$ cat src/hdl/char_lcd_parallel_refresh_controller_unit_macros.svh
// Assertion helpers used by the file that checks the LCD controller.
// Simulation gets the checks; synthesis sees empty bodies.
`ifndef CHAR_LCD_PARALLEL_REFRESH_CONTROLLER_UNIT_MACROS_SVH
`define CHAR_LCD_PARALLEL_REFRESH_CONTROLLER_UNIT_MACROS_SVH

`ifndef SYNTHESIS

// Implication in the same cycle.
`define CLCD_ASSERT_NOW(lbl, clk, rstn, ante, cons, msg) \
  lbl: assert property (@(posedge clk) disable iff (!rstn) (ante) |-> (cons)) \
    else $error(msg);

// Implication checked in the next cycle.
`define CLCD_ASSERT_NEXT(lbl, clk, rstn, ante, cons, msg) \
  lbl: assert property (@(posedge clk) disable iff (!rstn) (ante) |=> (cons)) \
    else $error(msg);

`else

`define CLCD_ASSERT_NOW(lbl, clk, rstn, ante, cons, msg)
`define CLCD_ASSERT_NEXT(lbl, clk, rstn, ante, cons, msg)

`endif

`endif

$ cat src/hdl/clcd_pkg.sv
`timescale 1ns / 1ps

package clcd_pkg;

  localparam int LINE_CHARS = 16;
  localparam int STORE_SIZE = 2 * LINE_CHARS;
  localparam int STORE_AW   = $clog2(STORE_SIZE);
  localparam int INIT_BYTES = 6;
  // send_index runs up to 2*LINE_CHARS+2 during a refresh.
  localparam int SEND_W     = $clog2(2 * LINE_CHARS + 3);

  localparam int CFG_IDX_W  = 3;
  localparam int CFG_DATA_W = 16;

  localparam logic [7:0] SPACE_CHAR = 8'h20;

  typedef enum logic [1:0] {
    OP_TICK    = 2'd0,
    OP_WRITE   = 2'd1,
    OP_REFRESH = 2'd2
  } op_e;

  typedef enum logic [CFG_IDX_W-1:0] {
    REG_POWERUP_DELAY   = 3'd0,
    REG_CONFIG_INTERVAL = 3'd1,
    REG_CONFIG_STROBE   = 3'd2,
    REG_DATA_STROBE     = 3'd3,
    REG_HOME_STROBE     = 3'd4,
    REG_DISPLAY_CONTROL = 3'd5,
    REG_LINE1_HOME      = 3'd6,
    REG_LINE2_HOME      = 3'd7
  } cfg_reg_e;

  typedef struct packed {
    logic [1:0] opcode;
    logic [4:0] char_index;
    logic [7:0] char_value;
  } in_item_t;

  typedef struct packed {
    logic [7:0] bus_data;
    logic       reg_select;
    logic       write_strobe;
    logic       ready_res;
  } out_item_t;

  typedef struct packed {
    logic [15:0] powerup_delay_ticks;
    logic [7:0]  config_interval_ticks;
    logic [7:0]  config_strobe_ticks;
    logic [7:0]  data_strobe_ticks;
    logic [7:0]  home_strobe_ticks;
    logic [7:0]  display_control_byte;
    logic [7:0]  line1_home_cmd;
    logic [7:0]  line2_home_cmd;
  } cfg_t;

  // Initialization command sequence; the third byte comes from a register.
  function automatic logic [7:0] init_byte(input logic [SEND_W-1:0] k,
                                           input logic [7:0] display_ctl);
    logic [7:0] b;
    case (k)
      SEND_W'(0): b = 8'h38;
      SEND_W'(1): b = 8'h38;
      SEND_W'(2): b = display_ctl;
      SEND_W'(3): b = 8'h06;
      SEND_W'(4): b = 8'h01;
      default:    b = 8'h02;
    endcase
    return b;
  endfunction

endpackage

$ cat src/hdl/clcd_ctrl.sv
`timescale 1ns / 1ps

module clcd_ctrl import clcd_pkg::*; (
  input  logic                clk,
  input  logic                rst_n,
  input  logic                step_en,
  input  in_item_t            item,
  input  cfg_t                cfg,
  input  logic [7:0]          store_rdata,
  output logic [STORE_AW-1:0] store_raddr,
  output out_item_t           result
);

  typedef enum logic [2:0] {
    PH_INIT,
    PH_CONFIG,
    PH_READY,
    PH_BUSY,
    PH_WRITE
  } phase_e;

  phase_e            phase_r, phase_nxt;
  logic [15:0]       tick_r, tick_nxt;
  logic [7:0]        strobe_cnt_r, strobe_cnt_nxt;
  logic [SEND_W-1:0] send_r, send_nxt;
  logic              pend_r, pend_nxt;
  logic [7:0]        bus_r, bus_nxt;
  logic              rs_r, rs_nxt;
  logic              stb_r, stb_nxt;

  // Second half of the frame sits one send slot later, after the line 2 home.
  assign store_raddr = (send_r < SEND_W'(LINE_CHARS)) ? STORE_AW'(send_r)
                                                      : STORE_AW'(send_r - SEND_W'(1));

  always_comb begin
    phase_nxt      = phase_r;
    tick_nxt       = tick_r;
    strobe_cnt_nxt = strobe_cnt_r;
    send_nxt       = send_r;
    pend_nxt       = pend_r;
    bus_nxt        = bus_r;
    rs_nxt         = rs_r;
    stb_nxt        = stb_r;
    if (step_en) begin
      // The item's own effect comes first.
      case (item.opcode)
        OP_TICK: begin
          if (tick_nxt != 16'hFFFF) tick_nxt = tick_nxt + 16'd1;
          if (strobe_cnt_nxt != 8'd0) strobe_cnt_nxt = strobe_cnt_nxt - 8'd1;
        end
        OP_REFRESH: pend_nxt = 1'b1;
        default: ;
      endcase
      // Then one controller step.
      unique case (phase_r)
        PH_INIT: begin
          if (tick_nxt >= cfg.powerup_delay_ticks) begin
            send_nxt       = '0;
            rs_nxt         = 1'b0;
            stb_nxt        = 1'b0;
            strobe_cnt_nxt = '0;
            tick_nxt       = '0;
            phase_nxt      = PH_CONFIG;
          end
        end
        PH_CONFIG: begin
          if (send_nxt < SEND_W'(INIT_BYTES) &&
              tick_nxt >= {8'd0, cfg.config_interval_ticks}) begin
            tick_nxt       = '0;
            bus_nxt        = init_byte(send_nxt, cfg.display_control_byte);
            rs_nxt         = 1'b0;
            stb_nxt        = 1'b1;
            strobe_cnt_nxt = cfg.config_strobe_ticks;
            send_nxt       = send_nxt + SEND_W'(1);
          end
          if (strobe_cnt_nxt == 8'd0) begin
            stb_nxt = 1'b0;
            if (send_nxt >= SEND_W'(INIT_BYTES)) begin
              send_nxt  = '0;
              pend_nxt  = 1'b0;
              phase_nxt = PH_READY;
            end
          end
        end
        PH_READY: begin
          if (pend_nxt) begin
            tick_nxt  = '0;
            phase_nxt = PH_BUSY;
          end
        end
        PH_BUSY: begin
          if (send_r == SEND_W'(LINE_CHARS)) begin
            bus_nxt        = cfg.line2_home_cmd;
            rs_nxt         = 1'b0;
            stb_nxt        = 1'b1;
            strobe_cnt_nxt = cfg.home_strobe_ticks;
            send_nxt       = send_r + SEND_W'(1);
            phase_nxt      = PH_WRITE;
          end else if (send_r == SEND_W'(2 * LINE_CHARS + 1)) begin
            bus_nxt        = cfg.line1_home_cmd;
            rs_nxt         = 1'b0;
            stb_nxt        = 1'b1;
            strobe_cnt_nxt = cfg.home_strobe_ticks;
            send_nxt       = send_r + SEND_W'(1);
            phase_nxt      = PH_WRITE;
          end else if (send_r >= SEND_W'(2 * LINE_CHARS + 2)) begin
            pend_nxt  = 1'b0;
            send_nxt  = '0;
            phase_nxt = PH_READY;
          end else begin
            bus_nxt        = store_rdata;
            rs_nxt         = 1'b1;
            stb_nxt        = 1'b1;
            strobe_cnt_nxt = cfg.data_strobe_ticks;
            send_nxt       = send_r + SEND_W'(1);
            phase_nxt      = PH_WRITE;
          end
        end
        default: begin
          if (strobe_cnt_nxt == 8'd0) begin
            stb_nxt   = 1'b0;
            phase_nxt = PH_BUSY;
          end
        end
      endcase
    end
  end

  assign result.bus_data     = bus_nxt;
  assign result.reg_select   = rs_nxt;
  assign result.write_strobe = stb_nxt;
  assign result.ready_res    = (phase_nxt == PH_READY) && !pend_nxt;

  always_ff @(posedge clk) begin
    if (!rst_n) begin
      phase_r      <= PH_INIT;
      tick_r       <= '0;
      strobe_cnt_r <= '0;
      send_r       <= '0;
      pend_r       <= 1'b0;
      bus_r        <= '0;
      rs_r         <= 1'b0;
      stb_r        <= 1'b0;
    end else begin
      phase_r      <= phase_nxt;
      tick_r       <= tick_nxt;
      strobe_cnt_r <= strobe_cnt_nxt;
      send_r       <= send_nxt;
      pend_r       <= pend_nxt;
      bus_r        <= bus_nxt;
      rs_r         <= rs_nxt;
      stb_r        <= stb_nxt;
    end
  end

endmodule

$ cat src/hdl/char_lcd_parallel_refresh_controller_unit.sv
`timescale 1ns / 1ps
// Refresh controller for a two-line character LCD on an 8-bit parallel bus.
// Input channel (in_valid / in_stall / in_item): each item is a timer tick,
// a character write into the 32-entry frame store, or a refresh request.
// Every accepted item first applies its own effect and then advances the
// controller by one step; exactly one result item follows it.
// Result channel (out_valid / out_stall / out_item): the bus byte, register
// select and write strobe levels to drive onto the LCD, plus a ready flag.
// The result of an item is captured in the output register at the edge that
// accepts the item and is offered from the next cycle on. Throughput is one
// item per cycle while the receiver does not stall, set by the single
// controller step between the input port and the output register.
// If the receiver stalls, the held result stays put and in_stall is raised
// until it is taken; an item is accepted again in the cycle it leaves.
// Configuration (cfg_we / cfg_index / cfg_wdata) writes a timing or command
// register; it is meant to be used while the block is idle.
// Synchronous reset loads the register defaults, fills the frame store with
// spaces and restarts the power-up wait; no clearing pass is needed.
`include "char_lcd_parallel_refresh_controller_unit_macros.svh"

module char_lcd_parallel_refresh_controller_unit import clcd_pkg::*; (
  input  logic                 clk,
  input  logic                 rst_n,
  input  logic                 in_valid,
  output logic                 in_stall,
  input  in_item_t             in_item,
  output logic                 out_valid,
  input  logic                 out_stall,
  output out_item_t            out_item,
  input  logic                 cfg_we,
  input  logic [CFG_IDX_W-1:0] cfg_index,
  input  logic [CFG_DATA_W-1:0] cfg_wdata
);

  cfg_t                cfg_r;
  logic [7:0]          store_r [STORE_SIZE];
  logic                out_valid_r;
  out_item_t           out_item_r;

  logic                in_accept;
  logic                store_we;
  logic [STORE_AW-1:0] store_waddr;
  logic [STORE_AW-1:0] store_raddr;
  logic [7:0]          store_rdata;
  out_item_t           step_result;

  // The output register frees up in the same cycle its result is taken.
  assign in_stall  = out_valid_r && out_stall;
  assign in_accept = in_valid && !in_stall;

  assign store_we    = in_accept && (in_item.opcode == OP_WRITE) &&
                       (int'(in_item.char_index) < STORE_SIZE);
  assign store_waddr = STORE_AW'(in_item.char_index);

  // A character written by this item is visible to the step it also takes.
  assign store_rdata = (store_we && store_waddr == store_raddr) ? in_item.char_value
                                                                : store_r[store_raddr];

  clcd_ctrl u_ctrl (
    .clk         (clk),
    .rst_n       (rst_n),
    .step_en     (in_accept),
    .item        (in_item),
    .cfg         (cfg_r),
    .store_rdata (store_rdata),
    .store_raddr (store_raddr),
    .result      (step_result)
  );

  // Configuration registers.
  always_ff @(posedge clk) begin
    if (!rst_n) begin
      cfg_r.powerup_delay_ticks   <= 16'd500;
      cfg_r.config_interval_ticks <= 8'd60;
      cfg_r.config_strobe_ticks   <= 8'd30;
      cfg_r.data_strobe_ticks     <= 8'd1;
      cfg_r.home_strobe_ticks     <= 8'd2;
      cfg_r.display_control_byte  <= 8'h0C;
      cfg_r.line1_home_cmd        <= 8'h80;
      cfg_r.line2_home_cmd        <= 8'hC0;
    end else if (cfg_we) begin
      unique case (cfg_reg_e'(cfg_index))
        REG_POWERUP_DELAY:   cfg_r.powerup_delay_ticks   <= cfg_wdata;
        REG_CONFIG_INTERVAL: cfg_r.config_interval_ticks <= cfg_wdata[7:0];
        REG_CONFIG_STROBE:   cfg_r.config_strobe_ticks   <= cfg_wdata[7:0];
        REG_DATA_STROBE:     cfg_r.data_strobe_ticks     <= cfg_wdata[7:0];
        REG_HOME_STROBE:     cfg_r.home_strobe_ticks     <= cfg_wdata[7:0];
        REG_DISPLAY_CONTROL: cfg_r.display_control_byte  <= cfg_wdata[7:0];
        REG_LINE1_HOME:      cfg_r.line1_home_cmd        <= cfg_wdata[7:0];
        REG_LINE2_HOME:      cfg_r.line2_home_cmd        <= cfg_wdata[7:0];
        default: ;
      endcase
    end
  end

  // Frame store: flip-flops that reset to blank characters.
  always_ff @(posedge clk) begin
    if (!rst_n) begin
      for (int i = 0; i < STORE_SIZE; i++) begin
        store_r[i] <= SPACE_CHAR;
      end
    end else if (store_we) begin
      store_r[store_waddr] <= in_item.char_value;
    end
  end

  // Output register.
  always_ff @(posedge clk) begin
    if (!rst_n) begin
      out_valid_r <= 1'b0;
    end else if (in_accept) begin
      out_valid_r <= 1'b1;
    end else if (!out_stall) begin
      out_valid_r <= 1'b0;
    end
  end

  always_ff @(posedge clk) begin
    if (in_accept) begin
      out_item_r <= step_result;
    end
  end

  assign out_valid = out_valid_r;
  assign out_item  = out_item_r;

  // Ready is only reported between transfers, with the bus on the command register.
  `CLCD_ASSERT_NOW(a_ready_idle_bus, clk, rst_n, out_valid_r && out_item_r.ready_res,
                   !out_item_r.write_strobe && !out_item_r.reg_select,
                   "ready reported while a byte is strobed or data is selected")
  // No item may overwrite a result that the receiver is still holding off.
  `CLCD_ASSERT_NOW(a_no_accept_over_held, clk, rst_n, out_valid_r && out_stall,
                   !in_accept, "item accepted while the held result is stalled")
  // A fresh result only appears after an accepted item.
  `CLCD_ASSERT_NEXT(a_result_from_item, clk, rst_n, !out_valid_r && !in_accept,
                    !out_valid_r, "result appeared without an accepted item")

endmodule
$ cat config.mk
export PLATFORM = sky130hd
export DESIGN_NAME = char_lcd_parallel_refresh_controller_unit
export DESIGN_NICKNAME = d
export VERILOG_FILES = /design/src/hdl/clcd_pkg.sv /design/src/hdl/clcd_ctrl.sv /design/src/hdl/char_lcd_parallel_refresh_controller_unit.sv
export VERILOG_INCLUDE_DIRS = /design/src /design/src/hdl
export SDC_FILE = /design/constraint.sdc
export NUM_CORES = 1
export LEC_CHECK = 0
export ABC_CLOCK_PERIOD_IN_PS = 4800
export BUFFER_PORTS_ARGS = -buffer_cell sky130_fd_sc_hd__buf_4
export CORE_MARGIN = 5
export CORE_UTILIZATION = 59
export CTS_CLUSTER_SIZE = 30
export DETAILED_ROUTE_END_ITERATION = 8
export GPL_TIMING_DRIVEN = 0
export PLACE_DENSITY = 0.76
export SYNTH_ARGS = -nofsm -noshare
export SYNTH_HDL_FRONTEND = slang
export SYNTH_SLANG_ARGS = --single-unit
export TNS_END_PERCENT = 5
$ cat constraint.sdc
create_clock -name clk -period 4.8 [get_ports clk]
set_clock_uncertainty 0.15 [all_clocks]
set_input_delay 0.24 -clock clk [delete_from_list [all_inputs] [get_ports clk]]
set_output_delay 0.24 -clock clk [all_outputs]
set_load 0.01 [all_outputs]
==> results of run 1 <==
## logic make-up (layout without fill, tap and decap cells)
family	count (synthesis)	in the layout	synth area share, %
and+or+nand+nor	768	768	20.42
DFF	384	384	53.39
AOI/OAI and AO/OA	296	296	9.898
buffers and inverters	170	309	3.559
muxes	100	100	9.440
adders and majority gates	32	32	2.063
xor gates and xnor gates	24	24	1.225
other	0	1	0
## per-layer routing
layer / wire (um) / share of wire (%) / global-route usage [%] / up-vias
met2: 27980 / 48 / 52.78 / 903
met1: 21110 / 36 / 39.57 / 7238
li1: - / - / - / 6706
met4: 3284 / 5.7 / 16.16 / 2
met5: 14 / 0.024 / 0 / -
met3: 5707 / 9.8 / 6.556 / 212
## worst max-delay path, cell delays in order (launching register included)
cell and delay (ns):
dfxtp_1 0.37, clkbuf_1 0.31, inv_1 0.16, ha_1 0.37
o21a_1 0.16, nor2_2 0.46, clkbuf_1 0.88, mux4_2 0.46
mux2i_1 0.28, a22oi_1 0.14, nand2_1 0.11, a21oi_1 0.09
or3_1 0.45
## cells in the mapped netlist (11+ instances only)
library cell  count  area (um2)
nand2_1         219       822.0
nor2_1          105       394.1
edfxtp_1        267        8018
o21ai_0          55       275.3
o211ai_1         19       142.6
a211oi_1         15       112.6
mux4_2           66        1486
mux2i_1          30       300.3
inv_1            43       161.4
nor4_1           15       93.84
a31oi_1          16       100.1
buf_2            14       70.07
xnor2_1          12       105.1
a21oi_1          93       465.5
ha_1             32       400.4
a22oi_1          15       112.6
nor3_1           55       275.3
dfxtp_1         117        2342
clkbuf_1         94       352.8
nand2b_1         17       106.4
nand4_1          11       68.82
and3_1           13       81.33
or3_1            43       269.0
and2_1          199        1245
nand3_1          50       250.2
## what timing repair did
item                                    CTS  global route
setup buffers                             2             5
hold buffers                             24             0
hold endpoints to repair                 76             0
endpoints found under the setup margin   42            33
resized for setup                         8            11
pin swaps                                 2             5
## layout make-up
class	count	area share [%]
repair buffers	71	2.687
multi-input cells	1220	38.46
inverters	43	0.7375
flip-flops and latches	384	47.34
diodes	1	0.01143
well taps	442	2.527
plain buffers	122	2.344
clock inverters	18	0.8232
clock buffers	55	5.071
## through the flow
step | instances | worst slack (ns) | utilization [%] | total power, mW
2_1_floorplan | 1774 | 0.5130 | - | 4.016
3_3_place_gp | 2253 | -0.7256 | 62.19 | 4.208
3_5_place_dp | 2253 | -0.7364 | 62.19 | 4.222
4_1_cts | 2352 | 0.01500 | 67.02 | 7.272
5_1_grt | 2356 | -0.01313 | 67.27 | 7.472
6_report | 2356 | 0.1307 | 67.27 | 7.301
## state kept, by name, summed over array words and instances, names as in the netlist, 3 cells and up
signal               cells
store_r                256
cfg_r                   72
u_ctrl.tick_r           16
out_item                11
u_ctrl.bus_r             8
u_ctrl.strobe_cnt_r      8
u_ctrl.send_r            6
u_ctrl.phase_r           3
## power groups by stage
stage          clock, mW  combinational (mW)  sequential [mW]
2_1_floorplan          0               0.305             3.71
3_3_place_gp           0               0.490             3.72
3_5_place_dp           0               0.498             3.72
4_1_cts             3.10               0.517             3.65
5_1_grt             3.24               0.569             3.66
6_report            3.11               0.535             3.65
## cell usage in the layout (no fill, tap or decap), drive strengths merged, types with 32 or more instances in the layout
cell type	synthesis	layout
edfxtp	267	267
nand2	219	219
and2	200	200
clkbuf	101	154
dfxtp	117	117
nor2	106	106
a21oi	94	94
buf	26	70
mux4	66	66
nor3	58	58
o21ai	58	58
nand3	51	51
inv	43	44
or3	43	43
ha	32	32
## how the worst min path moves through the flow
stage / end / from / depth (start not counted) / slack, ns
final: cfg_r[31] / cfg_wdata[7] / 3 / 0.02
after global routing: cfg_r[31] / cfg_wdata[7] / 3 / 0.02
after CTS: cfg_r[31] / cfg_wdata[7] / 3 / 0.0008
after detailed placement: cfg_r[14] / cfg_r[14] / 2 / 0.30
after global placement: cfg_r[11] / cfg_r[11] / 2 / 0.29
after floorplan: out_valid / in_valid / 1 / 0.21
==> impl_metrics.py, run 1 <==
metrics = {
    "pwr": {
        "power_density_nw_per_um2": 333.6,
        "power.switching_mw": 1.732,
        "combPwrFrac_pct": 7.3,
        "pwr-share-clk_pct": 42.6,
        "intPower_mw": 5.569,
        "power_leakage_nw": 7.993,
        "p_seq_share_pct": 50.1,
        "ir_worst_vdd_mv": 0.3076,
        "p_sw_share_pct": 23.72,
    },
    "final_layout": {
        "nets": 1954,
        "drive_above_1_share_pct": 11.97,
        "seq_area_um2": 10360,
        "multiInputGateArea_um2": 8418,
        "final_area_um2": 21890,
        "n_fill_cell": 2484,
        "syn2layout_area_growth_pct": 12.79,
    },
    "timing": {
        "hold_viol_final": 0,
        "final.period_utilization_pct": 97.28,
        "final.setup.tns_ns": 0,
        "setup_viol": 0,
        "relSlewSlack_pct": 5.396,
        "fmaxAchievable_mhz": 214.2,
        "whs_ns": 0.01871,
        "slew_viol_final": 0,
        "tightest_slew_ns": 1.404,
        "period_needed_ns": 4.669,
    },
    "synthesis": {
        "synth_ff_type": "edfxtp_1",
        "synth_fp_nets": 1845,
        "synthArstFlopShare_pct": 0,
        "yosys_warnings": 0,
        "netlist_area_um2": 19400,
        "ys_ff_latch": 384,
        "seq_area_frac_synth_pct": 53.39,
        "synth_edf_count": 267,
        "synthCells": 1774,
        "synth_cell_types": 87,
        "synth_area_per_cell_um2": 10.94,
    },
    "setup_path": {
        "cp_max_fo": 10,
        "rrSetupSlack_ns": 0.13,
        "startpoint": "u_ctrl.send_r[1]",
        "worst_setup_path_start_kind": "flip-flop",
        "worstPathArrival_ns": 4.79,
        "crit_path_end": "out_item[8]",
        "critical_path_required_ns": 4.92,
        "rr_startpoint": "u_ctrl.send_r[1]",
        "worstReg2RegEnd": "out_item[8]",
        "ff2ff_path_depth": 12,
        "endpoint_kind": "flip-flop",
        "crit_type": "flip-flop to flip-flop",
    },
    "die": {
        "fp.dieH_um": 191.4,
        "dieWidth_um": 191.4,
        "initial_core_util_pct": 59.64,
        "rows": 66,
        "io_pins": 52,
        "coreArea_um2": 32540,
        "die_area_um2": 36610,
    },
    "routing": {
        "dr.pass1.iters": 6,
        "remaining_drc_errors": 0,
        "drt-total-wl_um": 58110,
        "vias": 15061,
        "routedWlPerCell_um": 24.66,
        "drt_iter0_markers": 1737,
        "drtAntennaViolNets": 0,
        "vias_per_cell": 6.393,
    },
    "min_path": {
        "hp-class": "input pin to flip-flop",
    },
    "grt": {
        "grt_antenna_before_repair": 1,
        "grt_pass1_wl_um": 87620,
        "grt_pass1_vias": 14695,
        "grt_max_degree": 21,
        "track_usage_pct": 31.76,
        "overflow": 0,
    },
    "clocking": {
        "htree_num_levels": 2,
        "cts_root_buf": "clkbuf_16",
        "cts_tree": "yes",
        "cts_buffers": 41,
        "cts.sinks": 384,
        "clockBufferDepth": 3,
        "clk_latency_ns": 0.57,
        "clk_pin_slew_ns": 0.06,
    },
    "placed_design": {
        "hpwl_um": 41370,
        "numPortBuffers": 37,
        "place_congestion": 0.9774,
        "dpl-instance-area_um2": 20230,
    },
    "run": {
        "maxCapViolCount": 0,
    },
    "outcome": {
        "status": "complete, no violations",
    },
}
(Power assumes the default switching activity.)
==> inputs of run 2 (changes only) <==
Settings changed: SETUP_SLACK_MARGIN set to 0.5.
==> impl_metrics.py, run 2 (synthesized netlist as in run 1, its figures left out) <==
metrics = {
    "outcome": {
        "status": "complete, no violations",
    },
    "clocking": {
        "clk_pin_slew_ns": 0.06,
        "htree_num_levels": 2,
        "cts_root_buf": "clkbuf_16",
        "cts_tree": "yes",
        "cts.sinks": 384,
        "clk_latency_ns": 0.57,
        "clockBufferDepth": 3,
        "cts_buffers": 41,
    },
    "setup_path": {
        "critical_path.top_delay_family": "simple AND/OR/NAND/NOR gates",
        "worst_setup_path_start_kind": "flip-flop",
        "max_stage_delay_ns": 0.42,
        "cp_max_fo": 5,
        "critical_path_required_ns": 4.93,
        "cp_slowest_cell": "or3_4",
        "crit_type": "flip-flop to flip-flop",
        "worstPathArrival_ns": 4.42,
        "ff2ff_path_depth": 16,
        "crit_buf_inv": 3,
        "endpoint_kind": "flip-flop",
        "worstSetupPathDepth": 16,
        "path_cells": "ha_4, nand3_4, or3_4, o211ai_1, buf_4, buf_4, xnor2_1, ha_1, a211oi_2, a31oi_2, a2111oi_4, and3_4, buf_6, nor2_2, and3b_1, or3_4",
    },
    "run": {
        "maxCapViolCount": 0,
    },
    "routing": {
        "drt-met1-wl_um": 21480,
        "met3_wirelength_um": 5657,
        "vias": 15287,
        "remaining_drc_errors": 0,
        "vias_per_cell": 6.439,
        "dr.pass1.iters": 6,
        "wl_met2_um": 28620,
        "top_layer_used": "met4",
        "drt_iter0_markers": 1862,
        "drt-total-wl_um": 59070,
        "routedWlPerCell_um": 24.88,
        "drtAntennaViolNets": 0,
    },
    "pwr": {
        "intPower_mw": 5.574,
        "p_sw_share_pct": 23.81,
        "ir_worst_vdd_mv": 0.3101,
        "p_seq_share_pct": 49.9,
        "pwr-share-clk_pct": 42.6,
        "combPwrFrac_pct": 7.5,
        "power_leakage_nw": 8.119,
        "power.switching_mw": 1.742,
        "p_total_mw": 7.315,
        "power_density_nw_per_um2": 329.5,
    },
    "die": {
        "coreArea_um2": 32540,
        "rows": 66,
        "io_pins": 52,
        "fp.dieH_um": 191.4,
        "initial_core_util_pct": 59.64,
        "dieWidth_um": 191.4,
        "die_area_um2": 36610,
    },
    "final_layout": {
        "drive_above_1_share_pct": 14.09,
        "layout_common_cells": "edfxtp_1 (267), nand2_1 (217), and2_1 (199)",
        "nets": 1971,
        "largest_reg_flops": 256,
        "top_regs": "store_r: 256 flops, cfg_r: 72 flops, u_ctrl.tick_r: 16 flops",
        "top_register": "store_r",
        "final_area_um2": 22200,
        "syn2layout_area_growth_pct": 14.42,
        "fin_util_pct": 68.24,
        "layout_commonest_cell": "edfxtp_1",
    },
    "grt": {
        "grt_max_degree": 21,
        "grt_pass1_wl_um": 88510,
        "grt_antenna_before_repair": 1,
        "overflow": 0,
        "grt_pass1_vias": 14795,
        "track_usage_pct": 32.10,
    },
    "timing": {
        "fmaxAchievable_mhz": 233.2,
        "relSlewSlack_pct": 6.665,
        "tightest_slew_ns": 1.385,
        "setup_viol": 0,
        "rsz0062_at_grt": "true",
        "period_needed_ns": 4.288,
        "setup_ws_ns": 0.5120,
        "hold_viol_final": 0,
        "final.period_utilization_pct": 89.33,
        "slew_viol_final": 0,
    },
    "min_path": {
        "hp-class": "input pin to flip-flop",
        "holdPathStages": 3,
    },
    "placed_design": {
        "post-place-ws_ns": -0.7364,
        "place_congestion": 0.9774,
        "dpl-instance-area_um2": 20230,
        "numPortBuffers": 37,
        "hpwl_um": 41370,
    },
}
run 2: metrics by stage:
step | std cells | hold slack [ns] | TNS [ns]
finish | 2374 | 0.01275 | 0
global placement | 2253 | 0.2924 | -18.74
CTS | 2359 | 0.0008183 | 0
detailed placement | 2253 | 0.2964 | -20.05
global route | 2373 | 0.02632 | 0
floorplan | 1774 | 0.2140 | 0
run 2: power groups by stage:
stage,Sequential (mW),Combinational [mW],Clock (mW)
2_1_floorplan,3.71,0.305,0
3_3_place_gp,3.72,0.490,0
3_5_place_dp,3.72,0.498,0
4_1_cts,3.65,0.521,3.10
5_1_grt,3.66,0.580,3.24
6_report,3.65,0.547,3.12
run 2: final timing paths:
path	start	to	slack [ns]
setup / recovery	u_ctrl.tick_r[1]	out_item[5]	0.51
hold / removal	cfg_wdata[7]	cfg_r[31]	0.01
setup reg to reg	u_ctrl.tick_r[1]	out_item[5]	0.51
hold reg to reg	cfg_r[10]	cfg_r[10]	0.31
run 2: tightest hold or removal path: stages:
cell,delay (ns)
clkbuf_2,0.24
nand2_1,0.12
a21oi_1,0.06
run 2: layout make-up:
class | count | area [um2]
multi-input combinational | 1220 | 8576
tap | 442 | 553.0
clock buffer | 55 | 1110
sequential | 384 | 10370
fill | 2432 | 10330
inverter | 43 | 161.4
antenna | 2 | 5.005
timing repair buffer | 83 | 685.7
clock inverter | 18 | 180.2
buffer | 127 | 560.5
run 2: metal layers:
metal	vias up	GRT usage (%)
met4	0	16.19
met2	922	53.44
met1	7406	40.34
met5	-	0
met3	213	6.081
li1	6746	-
run 2: repair_timing:
item	in CTS	in global routing
pin swaps	9	14
cloned	0	0
hold buffers	24	0
resized for setup	33	43
endpoints found under the hold margin	76	0
setup endpoints to repair	54	53
setup buffers	9	9
